File: src/hw/rtl/pes_pkg.sv
// Shared types and constants of the periodic event scheduler.
`default_nettype none
package pes_pkg;

  localparam int DUE_W    = 32;
  localparam int ID_W     = 16;
  localparam int PER_W    = 16;
  localparam int STATUS_W = 2;

  localparam logic [STATUS_W-1:0] STATUS_OK    = 2'd0;
  localparam logic [STATUS_W-1:0] STATUS_FULL  = 2'd1;
  localparam logic [STATUS_W-1:0] STATUS_EMPTY = 2'd2;

  localparam logic REQ_REGISTER = 1'b0;
  localparam logic REQ_EVENT    = 1'b1;

  typedef enum logic [2:0] {
    S_IDLE,
    S_TAKE,
    S_DN_RD,
    S_DN_CMP,
    S_UP_RD,
    S_UP_CMP,
    S_DONE
  } state_t;

  typedef enum logic [3:0] {
    OP_NOP,
    OP_REG,
    OP_FULL,
    OP_EMPTY,
    OP_TAKE,
    OP_DN_RD,
    OP_DN_CMP,
    OP_UP_RD,
    OP_UP_CMP
  } op_t;

  typedef struct packed {
    op_t  op;
    logic load_out;
  } cmd_t;

  typedef struct packed {
    logic full;
    logic empty;
    logic at_root;
    logic dn_move;
    logic up_move;
    logic out_free;
  } stat_t;

endpackage
`default_nettype wire

File: src/hw/rtl/pes_ctrl.sv
// Controller state machine that sequences heap insertion and root update.
`default_nettype none
module pes_ctrl import pes_pkg::*; (
  input  wire logic  clk,
  input  wire logic  rst_n,
  input  wire logic  in_valid,
  input  wire logic  in_req_type,
  output logic       in_stall,
  output cmd_t       cmd,
  input  wire stat_t stat
);

  state_t state_r, state_nxt;

  always_ff @(posedge clk) begin
    if (!rst_n) begin
      state_r <= S_IDLE;
    end else begin
      state_r <= state_nxt;
    end
  end

  always_comb begin
    state_nxt    = state_r;
    cmd.op       = OP_NOP;
    cmd.load_out = 1'b0;
    in_stall     = state_r != S_IDLE;
    unique case (state_r)
      S_IDLE: begin
        if (in_valid) begin
          if (in_req_type == REQ_REGISTER) begin
            if (stat.full) begin
              cmd.op    = OP_FULL;
              state_nxt = S_DONE;
            end else begin
              cmd.op    = OP_REG;
              state_nxt = S_UP_RD;
            end
          end else if (stat.empty) begin
            cmd.op    = OP_EMPTY;
            state_nxt = S_DONE;
          end else begin
            state_nxt = S_TAKE;
          end
        end
      end
      S_TAKE: begin
        cmd.op    = OP_TAKE;
        state_nxt = S_DN_RD;
      end
      S_DN_RD: begin
        cmd.op    = OP_DN_RD;
        state_nxt = S_DN_CMP;
      end
      S_DN_CMP: begin
        cmd.op    = OP_DN_CMP;
        state_nxt = stat.dn_move ? S_DN_RD : S_DONE;
      end
      S_UP_RD: begin
        cmd.op    = OP_UP_RD;
        state_nxt = stat.at_root ? S_DONE : S_UP_CMP;
      end
      S_UP_CMP: begin
        cmd.op    = OP_UP_CMP;
        state_nxt = stat.up_move ? S_UP_RD : S_DONE;
      end
      S_DONE: begin
        if (stat.out_free) begin
          cmd.load_out = 1'b1;
          state_nxt    = S_IDLE;
        end
      end
      default: begin
        state_nxt = S_IDLE;
      end
    endcase
  end

endmodule
`default_nettype wire

File: config.mk
export PLATFORM = sky130hd
export DESIGN_NAME = pes_ctrl
export DESIGN_NICKNAME = d
export VERILOG_FILES = /design/src/hw/rtl/pes_pkg.sv /design/src/hw/rtl/pes_ctrl.sv
export SDC_FILE = /design/constraint.sdc
export NUM_CORES = 1
export LEC_CHECK = 0
export BUFFER_PORTS_ARGS = -buffer_cell sky130_fd_sc_hd__buf_2
export CAP_MARGIN = 10
export CORE_AREA = 2 2 39 41
export CTS_CLUSTER_DIAMETER = 120
export DETAILED_ROUTE_END_ITERATION = 16
export DIE_AREA = 0 0 41 43
export HOLD_SLACK_MARGIN = 0.15
export PLACE_DENSITY = 0.47
export SETUP_SLACK_MARGIN = 0.2
export SYNTH_ARGS = -nofsm -noshare
export SYNTH_HDL_FRONTEND = slang
export SYNTH_SLANG_ARGS = --single-unit
export TNS_END_PERCENT = 50
File: constraint.sdc
create_clock -name clk -period 1.7 [get_ports clk]
set_input_delay 0 -clock clk [delete_from_list [all_inputs] [get_ports clk]]
set_output_delay 0 -clock clk [all_outputs]
set_load 0.05 [all_outputs]
==> results.cfg, run 1 <==
[pwr]
p_total_uw = 663
leakage_nw = 0.221
vdd_drop_max_uv = 360
power_density_nw_per_um2 = 1350

[floorplanning]
die-width_um = 41
ios = 16
dieArea_um2 = 1760
die_h_um = 43
core_area_um2 = 1380
rows = 14
start_util_pct = 22.8

[yosys]
syn_area_um2 = 315
synth_nets = 53
synth_top_area_share_pct = 19.0
synthCells = 43
yosysSeqAreaShare_pct = 19.0
yosys_register_bits = 3
yosys_warnings = 0
synth_ff_type = dfxtp_1
async_flop_share_pct = 0
syn_avg_cell_area_um2 = 7.33
yosysTopAreaCell = dfxtp_1
post-synth-top-count-cell = nor2_1
synth.distinct_cells = 25
synthTopCellsByArea = dfxtp_1 (19%), o21ai_0 (7.9%), nor2_1 (7.1%)
yosys-top-cells-count = nor2_1 (6), o21ai_0 (5), dfxtp_1 (3), inv_1 (3), nand2_1 (3)
synth_edf_count = 0

[clock_tree]
htreeDepth = 1
cts-buffers-inserted = 3
ctsRootBufferMaster = clkbuf_4
clk_pin_slew_worst_paths_ps = 40
cts_sinks = 3
cts_buffer_depth = 2
clk-insertion-delay-late_ps = 230
cts_tree = yes

[final_layout]
regArea_um2 = 67.6
final_core_util_pct = 35.4
antennaDiodeCount = 0
final_layout_size_suffix_gt1_share_pct = 41.5
multi_input_area_um2 = 229
syn_to_final_growth_pct = 55.6
nFillCells = 162
largest_register_ffs = 3
reg_top3 = state_r x3
num-nets-final = 76
top_register = state_r

[timing]
rsz0062_at_grt = yes
finalHoldViolations = 0
fmax_mhz = 688
slew_violations = 0
setup_tns_ps = 0
finalCriticalPeriod_ps = 1450
tightest_slew_ps = 362
clock_skew_ps = 4.75
setup_viol = 0
relSlewSlack_pct = 75.6
timing.final.crit_share_pct = 85.5
holdWs_ps = 159

[worst_hold_path]
min_from = in_req_type
min_path_cells = 4
hold_class = input pin to flop
min_to = state_r[2]

[critical_path]
worstPathArrival_ps = 1450
path_max_fanout = 10
path_buf_inv = 1
reg2reg_to = state_r[1]
endpoint_kind = output port
reg2reg_from = state_r[2]
worstRegToRegCells = 3
reg2reg_slack_ps = 520
critPathRequiredTime_ps = 1700
cp_top_family = flip-flops
cp_cell_sequence = or3_4, o21bai_4, o221ai_2, buf_6
start_kind = flop
max_stage_delay_ps = 370
slowest_stage = dfxtp_4
critPathKind = flop to output port

[grt]
grt-ovfl-total = 0
grt_pass1_wl_um = 1130
grt_use_total_pct = 9.33
antenna_found_initial = 0
grt_pass1_vias = 280
met2_usage_pct = 12.5
grt_max_degree = 12
met3_usage_pct = 1.57
grt_util_met1_pct = 14.1
top_usage_layer = met1

[placement]
place_hpwl_um = 618
io_buffers = 15
place_congestion = 0.767

[routing]
drt_pass1_iterations = 2
detail-route-antenna-nets = 0
routed_wl_um = 789
route.detailed.drc = 0
drt-wirelength-per-cell_um = 9.74
vias = 368
drtIter0Drc = 1
vias_per_cell = 4.54

[outcome]
status = complete, no violations

[run]
cap_violations = 0
[where the power goes]
group	switching [mW]	internal, mW
sequential	0.0170	0.0917
clock	0.0341	0.0878
combinational	0.277	0.155
total	0.328	0.335
[cell families (layout without fill, tap and decap cells)]
group	count (synthesis)	in the layout	synth area share, %
buffers and inverters	6	28	9.92
XOR/XNOR	1	1	2.78
AO/OA/AOI/OAI	12	12	30.6
AND/OR/NAND/NOR	21	21	37.7
flip-flops	3	3	19.0
[routing by layer]
layer / vias up / routed length [um]
met5: - / 0
met4: 0 / 0
met3: 0 / 44
met2: 12 / 358
met1: 157 / 386
li1: 199 / -
[cells in the final DEF, fill, tap and decap left out]
cell type / synthesis / routed
dlygate4sd3_1: 0 / 4
xnor2_1: 1 / 1
clkbuf_1: 1 / 1
o21bai_4: 1 / 1
a21oi_1: 2 / 2
and4_1: 1 / 1
clkbuf_4: 0 / 3
nor2_1: 6 / 6
and3b_1: 1 / 1
inv_1: 3 / 3
dfxtp_4: 0 / 2
nand3b_1: 1 / 1
buf_2: 1 / 14
nand2_1: 3 / 3
o21ai_0: 5 / 5
nor3_1: 1 / 1
a31oi_1: 1 / 1
a311oi_2: 1 / 1
buf_6: 1 / 1
nand2b_1: 2 / 2
nor2b_1: 2 / 2
o22ai_1: 1 / 1
buf_4: 0 / 2
nand3_1: 1 / 1
nor3b_2: 0 / 1
or3_4: 1 / 1
and2_1: 1 / 1
o221ai_2: 1 / 1
dfxtp_1: 3 / 1
[worst max-delay path by stage]
stage,cells past startpoint,start,to
after floorplan,4,state_r[0],cmd[2]
after global placement,4,state_r[1],cmd[2]
after detailed placement,4,state_r[1],cmd[2]
after CTS,4,state_r[2],cmd[2]
after global routing,4,state_r[2],cmd[2]
final,4,state_r[2],cmd[2]
[worst register-to-register path, cell delays in order (launching register included)]
cell and delay (ps):
dfxtp_4 370, or3_4 340, o21bai_4 190, a311oi_2 190
[layout make-up]
class                           instances  share of cell area [%]
Inverter                                3                    2.30
Tap cell                               16                    4.08
Multi-Input combinational cell         34                    46.7
Sequential cell                         3                    13.8
Timing Repair Buffer                   21                    27.8
Clock buffer                            4                    5.36
[per-stage QoR]
stage	setup slack, ps	area (um2)	std cells
floorplan	69.9	320	43
global placement	316	403	72
detailed placement	279	403	72
CTS	230	488	81
global route	197	490	81
finish	247	490	81
[timing repair]
item | in CTS | in global routing
hold buffers | 4 | 0
hold endpoints to repair | 3 | 0
pin swaps | 1 | 0
gates resized for setup | 5 | 1
buffers inserted | 1 | 0
setup endpoints to repair | 1 | 1
(Power assumes the default switching activity.)
==> run 2, diff against run 1 <==
Settings changed: SETUP_SLACK_MARGIN 0.2 to 0.4, SKIP_CTS_REPAIR_TIMING set to 1, SKIP_LAST_GASP set to 1.
==> run 2 against run 1 <==
First-iteration DRC count grew to 9.0 times the previous value. Clock power is 8% higher. Non-clock buffer count increased by 2. Utilization increased by 3.3 points. Critical path depth is the same. Worst hold slack got worse by 28 ps. Register-to-register slack worse by 140 ps. Design area is 9.4% higher. Clock skew increased by 1.8 ps. Routed wire length up 20%. Setup slack better by 2.2 ps. Largest power group unchanged. Highest routed layer is now met4.
==> results.cfg, run 2 (synthesis gave the netlist of run 1 again) <==
[floorplanning]
dieArea_um2 = 1760
ios = 16
die-width_um = 41
core_area_um2 = 1380
rows = 14
start_util_pct = 22.8
die_h_um = 43

[clock_tree]
ctsRootBufferMaster = clkbuf_4
htreeDepth = 1
cts_buffer_depth = 2
clk_pin_slew_worst_paths_ps = 40
clk-insertion-delay-late_ps = 240
cts_tree = yes
cts_sinks = 3
cts-buffers-inserted = 3

[final_layout]
regArea_um2 = 65.1
num-nets-final = 78
final_core_util_pct = 38.8
antennaDiodeCount = 0
mostFrequentLayoutCell = buf_2
fin_area_um2 = 537
largest_register_ffs = 3
final_layout_size_suffix_gt1_share_pct = 50.7
syn_to_final_growth_pct = 70.2
top_register = state_r
layout_common_cells = buf_2 (11), buf_4 (7), o21ai_0 (5), nor2_1 (4)
nFillCells = 141
reg_top3 = state_r x3
multi_input_area_um2 = 253

[routing]
drt-wirelength-per-cell_um = 11.4
drtIter0Drc = 9
route.detailed.drc = 0
drt_pass1_iterations = 2
vias = 384
vias_per_cell = 4.63
detail-route-antenna-nets = 0
routed_wl_um = 946

[timing]
slew_violations = 0
finalCriticalPeriod_ps = 1450
clock_skew_ps = 6.56
setup_viol = 0
setup_tns_ps = 0
relSlewSlack_pct = 77.5
tightest_slew_ps = 334
finalHoldViolations = 0
rsz0062_at_grt = yes
timing.final.crit_share_pct = 85.4
fmax_mhz = 689

[grt]
grt_pass1_vias = 309
grt_max_degree = 12
antenna_found_initial = 0
grt_pass1_wl_um = 1340
grt-ovfl-total = 0
grt_use_total_pct = 12.4

[critical_path]
slowest_stage = dfxtp_4
endpoint_kind = output port
reg2reg_to = state_r[1]
cp_cell_sequence = or3_4, o21bai_4, o221ai_4, buf_6
reg2reg_slack_ps = 380
critPathRequiredTime_ps = 1700
worstPathArrival_ps = 1450
reg2reg_from = state_r[2]
start_kind = flop
max_stage_delay_ps = 360
startpoint = state_r[2]
path_max_fanout = 9
crit_end = cmd[2]
worstRegToRegCells = 4
critPathKind = flop to output port

[placement]
io_buffers = 15
place_hpwl_um = 630
place_area_um2 = 429
place_congestion = 0.752

[pwr]
leakage_nw = 0.242
power_density_nw_per_um2 = 1380
vdd_drop_max_uv = 530

[outcome]
status = complete, no violations

[run]
cap_violations = 0

[worst_hold_path]
hold_class = input pin to flop
-- run 2: changes by cell type in the layout (fill, tap and decap cells not counted), moves of 2 or more --
cell | previous run | this run
buf_2 | 14 | 11
buf_4 | 2 | 7
buf_6 | 1 | 3
dlygate4sd3_1 | 4 | 2
nor2_1 | 6 | 4
nor2_2 | 0 | 2
-- run 2: cell type report --
| class | count | share of cell area, % |
|---|---|---|
| Clock buffer | 4 | 4.90 |
| Inverter | 3 | 2.10 |
| Multi-Input combinational cell | 34 | 47.1 |
| Sequential cell | 3 | 12.1 |
| Tap cell | 16 | 3.73 |
| Timing Repair Buffer | 23 | 30.1 |
-- run 2: worst min-delay path by stage --
stage / startpoint / endpoint / slack (ps) / cells after the start
after global routing: in_req_type / state_r[2] / 150 / 4
after global placement: rst_n / state_r[0] / 280 / 2
final: stat[1] / state_r[1] / 130 / 4
after floorplan: in_valid / state_r[2] / 150 / 2
after detailed placement: rst_n / state_r[0] / 280 / 2
after CTS: rst_n / state_r[0] / 30 / 2
-- run 2: routing by layer --
layer	routed length [um]	global-route usage (%)
met1	410	14.4
met2	434	15.0
met3	87	6.81
met4	14	12.0
met5	0	0
-- run 2: worst max-delay path: cells and delay by family, from the launching register on --
family	cells	cell delay [ps]
flip-flops	1	360
AO/OA/AOI/OAI	2	330
AND/OR/NAND/NOR	1	340
buffers and inverters	1	180
-- run 2: where the power goes --
group	switching, mW	internal, mW	leakage (nW)
Sequential	0.0162	0.0898	0.0257
Clock	0.0432	0.0884	0.0150
Combinational	0.305	0.201	0.202
-- run 2: metrics by stage --
step | total power, mW | worst slack [ps] | hold slack [ps] | std cells
2_1_floorplan | 0.466 | 252 | 148 | 43
3_3_place_gp | 0.548 | 344 | 282 | 73
3_5_place_dp | 0.546 | 342 | 280 | 73
4_1_cts | 0.680 | 79.1 | 33.2 | 77
5_1_grt | 0.787 | 205 | 151 | 83
6_report | 0.743 | 249 | 131 | 83
